`src/design/ngs_pkg.sv`:
```
// shared constants and types for the next greater element stack
package ngs_pkg;

	// fixed field widths
	localparam int SAMPLE_W = 16;
	localparam int POS_W    = 6;

	// parameter defaults
	localparam int MAX_LEN_DEF    = 64;
	localparam int VALUE_BITS_DEF = 16;

	// one result request from the controller to the output stage
	typedef struct packed {
		logic             emit;
		logic [POS_W-1:0] position;
		logic [POS_W-1:0] distance;
		logic             run_last;
	} ngs_res_t;

endpackage

```
`src/design/ngs_ram.sv`:
```
// generic single-port-write, single-port-read ram with registered read data
module ngs_ram #(
	parameter int WIDTH = 22,
	parameter int DEPTH = 64
) (
	input  logic                     clk,
	input  logic                     wr_en,
	input  logic [$clog2(DEPTH)-1:0] wr_addr,
	input  logic [WIDTH-1:0]         wr_data,
	input  logic                     rd_en,
	input  logic [$clog2(DEPTH)-1:0] rd_addr,
	output logic [WIDTH-1:0]         rd_data
);

	logic [WIDTH-1:0] mem [DEPTH];

	// write port and registered read port; read data holds when no read
	always_ff @(posedge clk) begin
		if (wr_en) begin
			mem[wr_addr] <= wr_data;
		end
		if (rd_en) begin
			rd_data <= mem[rd_addr];
		end
	end

endmodule

```
`src/design/ngs_out.sv`:
```
// output register stage for result requests
module ngs_out (
	input  logic                       clk,
	input  logic                       arst_n,
	input  ngs_pkg::ngs_res_t          res,
	output logic                       out_free,
	output logic                       result_valid,
	input  logic                       result_stall,
	output logic [ngs_pkg::POS_W-1:0]  position,
	output logic [ngs_pkg::POS_W-1:0]  distance,
	output logic                       run_last
);

	logic                      valid_q;
	logic [ngs_pkg::POS_W-1:0] position_q;
	logic [ngs_pkg::POS_W-1:0] distance_q;
	logic                      run_last_q;

	// register is free when empty or being taken this cycle
	assign out_free = !valid_q || !result_stall;

	// valid flag
	always_ff @(posedge clk or negedge arst_n) begin
		if (!arst_n) begin
			valid_q <= 1'b0;
		end else if (res.emit) begin
			valid_q <= 1'b1;
		end else if (!result_stall) begin
			valid_q <= 1'b0;
		end
	end

	// payload
	always_ff @(posedge clk) begin
		if (res.emit) begin
			position_q <= res.position;
			distance_q <= res.distance;
			run_last_q <= res.run_last;
		end
	end

	assign result_valid = valid_q;
	assign position     = position_q;
	assign distance     = distance_q;
	assign run_last     = run_last_q;

`ifndef SYNTHESIS
	a_no_overwrite: assert property (@(posedge clk) disable iff (!arst_n)
		res.emit |-> (!valid_q || !result_stall))
		else $error("result request while output register is held");
`endif

endmodule

```
`src/design/ngs_ctrl.sv`:
```
// stack controller: compare, pop, push and flush sequencing over the stack ram
module ngs_ctrl #(
	parameter int MAX_LEN    = ngs_pkg::MAX_LEN_DEF,
	parameter int VALUE_BITS = ngs_pkg::VALUE_BITS_DEF,
	localparam int VAL_W     = (VALUE_BITS < ngs_pkg::SAMPLE_W) ? VALUE_BITS : ngs_pkg::SAMPLE_W,
	localparam int ENT_W     = ngs_pkg::POS_W + VAL_W,
	localparam int AW        = $clog2(MAX_LEN)
) (
	input  logic                          clk,
	input  logic                          arst_n,
	input  logic                          sample_valid,
	output logic                          sample_stall,
	input  logic [ngs_pkg::SAMPLE_W-1:0]  sample_value,
	input  logic                          end_of_sequence,
	output logic                          wr_en,
	output logic [AW-1:0]                 wr_addr,
	output logic [ENT_W-1:0]              wr_data,
	output logic                          rd_en,
	output logic [AW-1:0]                 rd_addr,
	input  logic [ENT_W-1:0]              rd_data,
	input  logic                          out_free,
	output ngs_pkg::ngs_res_t             res
);

	localparam int CNT_W = $clog2(MAX_LEN + 1);
	localparam int POS_W = ngs_pkg::POS_W;

	typedef enum logic [2:0] {
		ST_IDLE,
		ST_CMP,
		ST_PUSH,
		ST_FLUSH_RD,
		ST_FLUSH
	} state_t;

	state_t           state_q;
	logic [CNT_W-1:0] cnt_q;
	logic [POS_W-1:0] npos_q;
	logic             pend_valid_q;
	logic [AW-1:0]    idx_q;

	logic [VAL_W-1:0] v_q;
	logic [POS_W-1:0] pos_q;
	logic             flush_q;
	logic [POS_W-1:0] pend_pos_q;
	logic [POS_W-1:0] pend_dist_q;

	logic             accept;
	logic [CNT_W-1:0] cnt_m1;
	logic [CNT_W-1:0] cnt_m2;
	logic [POS_W-1:0] top_pos;
	logic [VAL_W-1:0] top_val;
	logic             pop;
	logic             go;
	logic             flush_end;
	logic             seq_end;

	assign accept     = sample_valid && (state_q == ST_IDLE);
	assign sample_stall = (state_q != ST_IDLE);
	assign cnt_m1     = cnt_q - CNT_W'(1);
	assign cnt_m2     = cnt_q - CNT_W'(2);
	assign top_pos    = rd_data[ENT_W-1 -: POS_W];
	assign top_val    = rd_data[VAL_W-1:0];
	assign pop        = top_val < v_q;
	assign go         = !pend_valid_q || out_free;
	assign flush_end  = (CNT_W'(idx_q) == cnt_m1);
	assign seq_end    = end_of_sequence || (npos_q == POS_W'(MAX_LEN - 1));

	// ram access and result requests; reads and writes never hit the same entry at once
	always_comb begin
		rd_en        = 1'b0;
		rd_addr      = cnt_m1[AW-1:0];
		wr_en        = 1'b0;
		wr_addr      = cnt_q[AW-1:0];
		wr_data      = {pos_q, v_q};
		res.emit     = 1'b0;
		res.position = pend_pos_q;
		res.distance = pend_dist_q;
		res.run_last = 1'b0;
		case (state_q)
			ST_IDLE: begin
				if (accept && (cnt_q != '0)) begin
					rd_en = 1'b1;
				end
			end
			ST_CMP: begin
				if (pop && go) begin
					res.emit = pend_valid_q;
					if (cnt_q > CNT_W'(1)) begin
						rd_en   = 1'b1;
						rd_addr = cnt_m2[AW-1:0];
					end
				end
			end
			ST_PUSH: begin
				if (go) begin
					wr_en        = (cnt_q < CNT_W'(MAX_LEN));
					res.emit     = pend_valid_q;
					res.run_last = !flush_q;
				end
			end
			ST_FLUSH_RD: begin
				rd_en   = 1'b1;
				rd_addr = idx_q;
			end
			ST_FLUSH: begin
				if (out_free) begin
					res.emit     = 1'b1;
					res.position = top_pos;
					res.distance = '0;
					res.run_last = flush_end;
					if (!flush_end) begin
						rd_en   = 1'b1;
						rd_addr = idx_q + AW'(1);
					end
				end
			end
			default: begin
			end
		endcase
	end

	// state machine and stack counters
	always_ff @(posedge clk or negedge arst_n) begin
		if (!arst_n) begin
			state_q      <= ST_IDLE;
			cnt_q        <= '0;
			npos_q       <= '0;
			pend_valid_q <= 1'b0;
			idx_q        <= '0;
		end else begin
			case (state_q)
				ST_IDLE: begin
					if (accept) begin
						state_q <= (cnt_q != '0) ? ST_CMP : ST_PUSH;
					end
				end
				ST_CMP: begin
					if (!pop) begin
						state_q <= ST_PUSH;
					end else if (go) begin
						pend_valid_q <= 1'b1;
						cnt_q        <= cnt_m1;
						if (cnt_q == CNT_W'(1)) begin
							state_q <= ST_PUSH;
						end
					end
				end
				ST_PUSH: begin
					if (go) begin
						pend_valid_q <= 1'b0;
						if (cnt_q < CNT_W'(MAX_LEN)) begin
							cnt_q <= cnt_q + CNT_W'(1);
						end
						if (flush_q) begin
							idx_q   <= '0;
							state_q <= ST_FLUSH_RD;
						end else begin
							npos_q  <= npos_q + POS_W'(1);
							state_q <= ST_IDLE;
						end
					end
				end
				ST_FLUSH_RD: begin
					state_q <= ST_FLUSH;
				end
				ST_FLUSH: begin
					if (out_free) begin
						if (flush_end) begin
							cnt_q   <= '0;
							npos_q  <= '0;
							state_q <= ST_IDLE;
						end else begin
							idx_q <= idx_q + AW'(1);
						end
					end
				end
				default: begin
					state_q <= ST_IDLE;
				end
			endcase
		end
	end

	// item payload and pending pop result
	always_ff @(posedge clk) begin
		if (accept) begin
			v_q     <= sample_value[VAL_W-1:0];
			pos_q   <= npos_q;
			flush_q <= seq_end;
		end
		if ((state_q == ST_CMP) && pop && go) begin
			pend_pos_q  <= top_pos;
			pend_dist_q <= pos_q - top_pos;
		end
	end

`ifndef SYNTHESIS
	a_cnt_bound: assert property (@(posedge clk) disable iff (!arst_n)
		cnt_q <= CNT_W'(MAX_LEN))
		else $error("stack count above depth");
	a_cmp_nonempty: assert property (@(posedge clk) disable iff (!arst_n)
		(state_q == ST_CMP) |-> (cnt_q != '0))
		else $error("compare with empty stack");
	a_idle_no_pend: assert property (@(posedge clk) disable iff (!arst_n)
		(state_q == ST_IDLE) |-> !pend_valid_q)
		else $error("pending pop result left behind in idle");
	a_flush_idx: assert property (@(posedge clk) disable iff (!arst_n)
		(state_q == ST_FLUSH) |-> (CNT_W'(idx_q) < cnt_q))
		else $error("flush index past stack top");
	a_flush_clears: assert property (@(posedge clk) disable iff (!arst_n)
		((state_q == ST_FLUSH) && out_free && flush_end) |=> (cnt_q == '0 && npos_q == '0))
		else $error("stack not cleared after flush");
`endif

endmodule

```
`src/design/next_greater_element_stack.sv`:
```
// Next greater element over a streamed sequence, using a monotonic stack in ram.
//
// Input channel (sample_valid / sample_stall): one request per sequence element,
// carrying sample_value and end_of_sequence. The element at position MAX_LEN-1
// also ends the sequence.
// Output channel (result_valid / result_stall): one request per settled position,
// with position, distance (0 = no greater value) and run_last on the final
// result caused by an element.
// Sequencing: an element is compared with the stack top, pops each smaller
// entry in turn and is then pushed; the compare is skipped when the stack is
// empty. On end of sequence the stack is then flushed bottom to top, one result
// per entry; each compare, pop or flush step is one read of the stack ram's
// single, registered read port. Each entry is pushed once and popped or flushed
// once. sample_stall is high while an element is in work.
// A stalled output holds its register; the pop and flush sequencing waits on it.
// Reset empties the stack and sets the position counter to zero; stack ram
// contents are left as they are and need no clearing.
module next_greater_element_stack #(
	parameter int MAX_LEN    = ngs_pkg::MAX_LEN_DEF,
	parameter int VALUE_BITS = ngs_pkg::VALUE_BITS_DEF
) (
	input  logic                          clk,
	input  logic                          arst_n,
	input  logic                          sample_valid,
	output logic                          sample_stall,
	input  logic [ngs_pkg::SAMPLE_W-1:0]  sample_value,
	input  logic                          end_of_sequence,
	output logic                          result_valid,
	input  logic                          result_stall,
	output logic [ngs_pkg::POS_W-1:0]     position,
	output logic [ngs_pkg::POS_W-1:0]     distance,
	output logic                          run_last
);

	localparam int VAL_W = (VALUE_BITS < ngs_pkg::SAMPLE_W) ? VALUE_BITS : ngs_pkg::SAMPLE_W;
	localparam int ENT_W = ngs_pkg::POS_W + VAL_W;
	localparam int AW    = $clog2(MAX_LEN);

	logic              wr_en;
	logic [AW-1:0]     wr_addr;
	logic [ENT_W-1:0]  wr_data;
	logic              rd_en;
	logic [AW-1:0]     rd_addr;
	logic [ENT_W-1:0]  rd_data;
	logic              out_free;
	ngs_pkg::ngs_res_t res;

	// stack storage: position and value per entry
	ngs_ram #(
		.WIDTH (ENT_W),
		.DEPTH (MAX_LEN)
	) u_ram (
		.clk     (clk),
		.wr_en   (wr_en),
		.wr_addr (wr_addr),
		.wr_data (wr_data),
		.rd_en   (rd_en),
		.rd_addr (rd_addr),
		.rd_data (rd_data)
	);

	// stack sequencing
	ngs_ctrl #(
		.MAX_LEN    (MAX_LEN),
		.VALUE_BITS (VALUE_BITS)
	) u_ctrl (
		.clk             (clk),
		.arst_n          (arst_n),
		.sample_valid    (sample_valid),
		.sample_stall    (sample_stall),
		.sample_value    (sample_value),
		.end_of_sequence (end_of_sequence),
		.wr_en           (wr_en),
		.wr_addr         (wr_addr),
		.wr_data         (wr_data),
		.rd_en           (rd_en),
		.rd_addr         (rd_addr),
		.rd_data         (rd_data),
		.out_free        (out_free),
		.res             (res)
	);

	// result register
	ngs_out u_out (
		.clk          (clk),
		.arst_n       (arst_n),
		.res          (res),
		.out_free     (out_free),
		.result_valid (result_valid),
		.result_stall (result_stall),
		.position     (position),
		.distance     (distance),
		.run_last     (run_last)
	);

endmodule

```
`config.mk`:
```
export PLATFORM = sky130hd
export DESIGN_NAME = next_greater_element_stack
export DESIGN_NICKNAME = d
export VERILOG_FILES = /design/src/design/ngs_pkg.sv /design/src/design/ngs_ram.sv /design/src/design/ngs_out.sv /design/src/design/ngs_ctrl.sv /design/src/design/next_greater_element_stack.sv
export SDC_FILE = /design/constraint.sdc
export NUM_CORES = 2
export LEC_CHECK = 0
export BUFFER_PORTS_ARGS = -buffer_cell sky130_fd_sc_hd__buf_2
export CAP_MARGIN = 20
export CORE_MARGIN = 8
export CORE_UTILIZATION = 30
export DETAILED_ROUTE_END_ITERATION = 12
export PLACE_DENSITY_LB_ADDON = 0.05
export SYNTH_ARGS = -nofsm -noshare
export SYNTH_HDL_FRONTEND = slang
export SYNTH_SLANG_ARGS = --single-unit
```
`constraint.sdc`:
```
create_clock -name clk -period 8.55 [get_ports clk]
set_clock_uncertainty 0.05 [all_clocks]
set_input_delay 1.2825 -clock clk [delete_from_list [all_inputs] [get_ports clk]]
set_output_delay 1.2825 -clock clk [all_outputs]
set_load 0.1 [all_outputs]
```
======== After elaboration in Yosys (flattened, before gate mapping) ========
Memories as Yosys holds them, arrays and structs flattened. A register that Yosys moved wholly into a read port is not among the register bits.
Cells that the tools add are included.
word-level totals
  input bits .............................. 21
  memories kept ........................... 1
  output and inout bits ................... 15
  register bits after elaboration ......... 72
  RAM bits ................................ 1408
  word-level logic and storage cells ...... 122
operators by class
  reduce and logical (&&, ||, !) cells .... 23
  multiplexer cells ....................... 55
  add/sub/neg operators ................... 6
  $lt $le $gt $ge ......................... 3
  equality and inequality tests ........... 20
memories
  name       depth  width  read ports  clocked after memory_dff  write ports  RTL line       text
  u_ram.mem  64     22     1           1                         1            ngs_ram.sv:15  logic [WIDTH-1:0] mem [DEPTH];
operators by type and width
  cell                   count
  $mux W6                12
  $mux W7                6
  $pmux W6 S2            2
  $mux W3                7
  $pmux W7 S3            1
  $ne A2 B1 Y1 const B   9
  $pmux W6 S3            1
  $mux W1                17
  $lt A16 B16 Y1         1
  $pmux W3 S5            1
  $mux W14               1
  $add A6 B1 Y6 const B  2
  $mux W12               1
  $reduce_and A5 Y1      2
  $add A7 B1 Y7 const B  1
  $eq A6 B7 Y1           1
  $eq A7 B1 Y1 const B   1
  $gt A7 B1 Y1 const B   1
  $lt A7 B7 Y1 const B   1
  $reduce_and A7 Y1      1
  $reduce_bool A7 Y1     1
  $sub A7 B1 Y7 const B  1
  $eq A3 B2 Y1 const B   2
  $eq A6 B6 Y1 const B   1
  18 further kinds       33

======== Depth between registers and ports, before layout ========
  word-level depth ........................ 7
  mapped depth ............................ 18
  depth with buffers taken out ............ 13

======== By module ========
A second synthesis with hierarchy kept.
unflattened totals
  cells, all modules ...................... 2779
  area total of the unflattened synthesis .. 58917.8 sq um
modules (own cells, without submodules)
  module    sequential area each (sq um)  times used  cells an instance  area each (sq um)
  ngs_ram   42941.2                       1           2349               54481.0
  ngs_ctrl  1626.6                        1           414                4010.1
  ngs_out   415.4                         1           16                 426.7

======== Worst setup path after synthesis ========
Ideal clock, no wire load.
  kind .................................... input to register
  from .................................... input port result_stall
  to ...................................... memory u_ram.mem[34][0], enable pin
  required time ........................... 8.043 ns
  cell stages on the path ................. 5
  library setup time ...................... 0.457 ns
  path slack .............................. 3.948 ns
  arrival time ............................ 4.096 ns
  path buffers ............................ 1
  path through ............................ and2_1 -> clkbuf_1 -> nand2_1 -> nand2_1 -> nor4_1
between the ends
  longest elaborated chain between the ends .. 7
ends and longest elaborated chain
  element                        RTL line                          text
  from (decl)                    next_greater_element_stack.sv:29  input logic result_stall,
  $logic_not A1 Y1               ngs_out.sv:20                     assign out_free = !valid_q || !result_stall;
  $logic_or A1 B1 Y1             ngs_out.sv:20
  $logic_or A1 B1 Y1             ngs_ctrl.sv:65                    assign go = !pend_valid_q || out_free;
  $mux W1                        ngs_ctrl.sv:96                    if (go) begin
  $mux W1                        ngs_ctrl.sv:80                    case (state_q)
  $mux W1                        ngs_ram.sv:19                     if (wr_en) begin
  $mux W1 (implied by the code)  ngs_ram.sv:20                     mem[wr_addr] <= wr_data;
  to (decl)                      ngs_ram.sv:15
No other way between the ends.

======== Worst setup path after layout ========
  from .................................... register u_ctrl.cnt_q[0]
  to ...................................... register u_ram.rd_data[3] (read register of u_ram.mem) (data pin)
between the ends
  longest elaborated chain between the ends .. 5
  elaborated cells between the ends (all ways) .. 17
  those cells by class .................... add/sub (2); order compare (1); eq/ne (1); mux (11); reduce/logical (2)
ends and longest elaborated chain
  element                                     RTL line         text
  from (decl)                                 ngs_ctrl.sv:37   logic [CNT_W-1:0] cnt_q;
  from (signal assigned)                      ngs_ctrl.sv:143  cnt_q <= cnt_m1;
  from (signal assigned)                      ngs_ctrl.sv:153  cnt_q <= cnt_q + CNT_W'(1);
  $sub A7 B1 Y7                               ngs_ctrl.sv:60   assign cnt_m1 = cnt_q - CNT_W'(1);
  $eq A6 B7 Y1                                ngs_ctrl.sv:66   assign flush_end = (CNT_W'(idx_q) == cnt_m1);
  $mux W1 or $mux W6 (tied branches)          ngs_ctrl.sv:112  if (!flush_end) begin
  $mux W1 or $mux W6 (tied branches)          ngs_ctrl.sv:107  if (out_free) begin
  $pmux W1 S4 or $pmux W6 S3 (tied branches)  ngs_ctrl.sv:80
  to (decl)                                   ngs_ram.sv:12    output logic [WIDTH-1:0] rd_data
Several ways; a longest one is shown, not always the timed one.
A chain may end at the register's enable or synchronous reset.

==> flow_summary.yaml <==
logic_synthesis:
  synthDominantCellAreaShare: 0.742
  synth_ff_type: "edfxtp_1"
  ys_seq_area_frac: 0.752
  yosysUniqueCellTypes: 72
  mean_instance_size_in_the_synthesized_netlist_um2: 13.9
  synth.area.top_cells: "edfxtp_1, a21oi_1, nand2_1, a22oi_1, a221oi_1"
  synth_top_cell_by_area: "edfxtp_1"
  warnings_from_yosys: 0
  synth.ff_latch_count: 1502
  async_flop_share: 0.0160
  synth_edf_count: 1478
  syn_nets: 4370
  synthCells: 4317
  synth_area_um2: 59800
cts:
  tritoncts_num_sinks: 1502
  clock_tree.root_cell: "clkbuf_16"
  tritoncts: "built"
  insertion_delay_to_the_later_sink_of_the_worst_skew_pair_ns: 0.81
  clock_path_buffers: 3
  numCtsBuffers: 174
  postCtsHoldBufs: 0
  clk_pin_slew_worst_paths_ns: 0.06
  cts_max_level: 4
  postCtsSetupBuffers: 0
  cts_resized: 0
routing:
  wire_per_inst_um: 29.2
  post-route-drc-count: 0
  drt-vias-per-instance: 5.24
  dr.pass1.iters: 5
  drt-initial-drc-count: 3762
  totalWireLength_mm: 210
  routed-via-count: 37500
  postRouteAntennaNets: 0
setup_path:
  worstRegToRegCells: 14
  timing.critical_path.fanout_max: 175
  end_kind: "flip-flop"
  cp.arrival_ns: 7.38
  required_ns: 9.15
  critical_path_class: "flip-flop to flip-flop"
  timing.critical_path.from_type: "flip-flop"
  rrSetupSlack_ns: 1.77
sta:
  fin_crit_share: 0.793
  setup_violations: 0
  fin_crit_period_ns: 6.78
  finalMaxSlewViolations: 0
  setup-tns-final_ns: 0
  fmax_mhz: 148
  hold_violations: 0
  rsz_0062_raised_after_global_routing: "false"
  max_slew.worst_pin.slew_ns: 1.10
  maxSlewHeadroom: 0.264
global_route:
  global_route.usage.met1: 0.271
  grt_start_max_net_pins: 176
  global_route_wire_length_before_repair_mm: 294
  number_of_antenna_violations_at_the_first_check_in_global_routing: 24
  grt.met3_usage: 0.0355
  grt_util_all_layers: 0.189
  via_count_of_the_first_global_routing_pass: 36700
  global_route.peak_usage_layer: "met2"
  gr-usage-met2: 0.288
  globalRouteOverflowTotal: 0
finish:
  num-fill-cells: 19400
  fin_nets: 4419
  final_layout_size_suffix_gt1_frac: 0.111
  layout_overhead_on_the_synthesized_area_pct: 15.4
place:
  gp_congestion: 0.796
  io_port_bufs: 35
  dp.final_hpwl_mm: 115
floorplan:
  die_height_um: 463
  starting_utilization_of_the_core_area: 0.301
  fp.dieArea_um2: 214000
  core_region_area_um2: 199000
  die_w_um: 463
  placementRows: 164
  floorplan.io_pins: 36
status:
  status: "complete, no violations"
job:
  timing.max_cap.violations: 0
worst_hold_path:
  min_path_type: "input port to asynchronous set/reset pin"
## flip-flops by register name, summed over array words and instances, names as in the netlist, 7 cells and up
signal and cells:
u_ram.mem 1408, u_ram.rd_data 22, u_ctrl.v_q 16, u_ctrl.cnt_q 7
## stage by stage
| step | utilization | instances | setup WS (ns) | instance area [um2] | hold WS [ns] |
|---|---|---|---|---|---|
| 4_1_cts | 0.347 | 7156 | 1.67 | 69000 | 0.382 |
| 3_5_place_dp | 0.321 | 6846 | 1.70 | 63800 | 0.427 |
| 3_3_place_gp | 0.320 | 6841 | 1.82 | 63700 | 0.440 |
| 6_report | 0.347 | 7166 | 1.77 | 69100 | 0.446 |
| 5_1_grt | 0.347 | 7157 | 1.25 | 69000 | 0.446 |
| 2_1_floorplan | - | 4317 | 3.95 | 59800 | 0.376 |
## per-layer routing
layer  wire length, um  part of all wire  vias to the layer above
li1                  -                 -                    16700
met1             97600              0.47                    19500
met2             92700              0.44                     1003
met3             12100             0.058                      274
met4              7120             0.034                        4
met5                28           0.00013                        -
## critical path, cell delays in order (launching register included)
cell	delay, ns
dfrtp_1	0.72
clkinv_1	0.44
ha_1	0.59
xor2_1	0.20
nand3_1	0.11
nor4_1	0.43
o21a_2	0.29
mux2i_1	0.40
and2_4	0.58
buf_12	0.55
a21oi_1	0.18
a221oi_1	0.32
a21oi_1	0.18
a22oi_1	0.91
and4_1	0.32
## path summary, 6_finish.rpt
check | from | endpoint
min in group clk | u_ctrl.npos_q[5]$_DFFE_PN0P_ | u_ctrl.pos_q[5]$_DFFE_PP_
setup reg to reg | u_ctrl.cnt_q[0]$_DFFE_PN0P_ | u_ram.rd_data[3]$_DFFE_PP_
hold reg to reg | u_ctrl.npos_q[5]$_DFFE_PN0P_ | u_ctrl.pos_q[5]$_DFFE_PP_
max in group asynchronous | arst_n | u_ctrl.cnt_q[6]$_DFFE_PN0P_
setup / recovery | u_ctrl.cnt_q[0]$_DFFE_PN0P_ | u_ram.rd_data[3]$_DFFE_PP_
hold / removal | arst_n | u_ctrl.npos_q[5]$_DFFE_PN0P_
## cells in the mapped netlist (7+ instances only)
cell,number
a211oi_1,90
a21oi_1,813
a221oi_1,171
a22oi_1,226
a31oi_1,7
and2_1,10
and4_1,22
buf_1,40
buf_2,97
buf_4,9
clkbuf_1,167
dfrtp_1,24
edfxtp_1,1478
ha_1,31
inv_1,31
nand2_1,777
nand3_1,22
nor2_1,144
nor3_1,9
o21ai_0,28
o31ai_1,7
or3_1,7
xnor2_1,8
xor2_1,10
## kinds of logic after synthesis
kind of cell,synth area share
compound gates,0.143
xor+xnor,0.00339
fa+ha+maj,0.00682
buf+inv,0.0244
flops,0.752
mux,0.00163
simple gates,0.0693
## final cells by class
class / instances / area [um2] / area share
Clock buffer: 235 / 4670 / 0.0676
Inverter: 32 / 120 / 0.00174
Sequential cell: 1502 / 45000 / 0.651
Tap cell: 2656 / 3320 / 0.0481
Timing Repair Buffer: 187 / 1640 / 0.0238
Clock inverter: 75 / 528 / 0.00764
Antenna cell: 10 / 25.0 / 0.000362
Multi-Input combinational cell: 2469 / 13800 / 0.199
## cells in the final DEF (no fill, tap or decap), drive strengths merged, types with 4 or more instances in the layout
cell / instances
and2: 10
ha: 31
nor4: 4
nand2b: 6
or3: 7
nor2b: 5
o22ai: 6
edfxtp: 1478
inv: 40
a22oi: 226
o21ai: 29
nor2: 144
buf: 187
dfrtp: 24
a221oi: 172
bufinv: 4
nor3: 9
nand2: 777
clkinv: 61
diode: 10
a31oi: 7
xnor2: 8
o21a: 4
and4: 22
xor2: 10
a21oi: 813
o31ai: 7
nand3: 22
a211oi: 90
clkbuf: 235
Power is not shown: default switching activity piles up to over one toggle a cycle in this logic, so the estimate is an artifact.
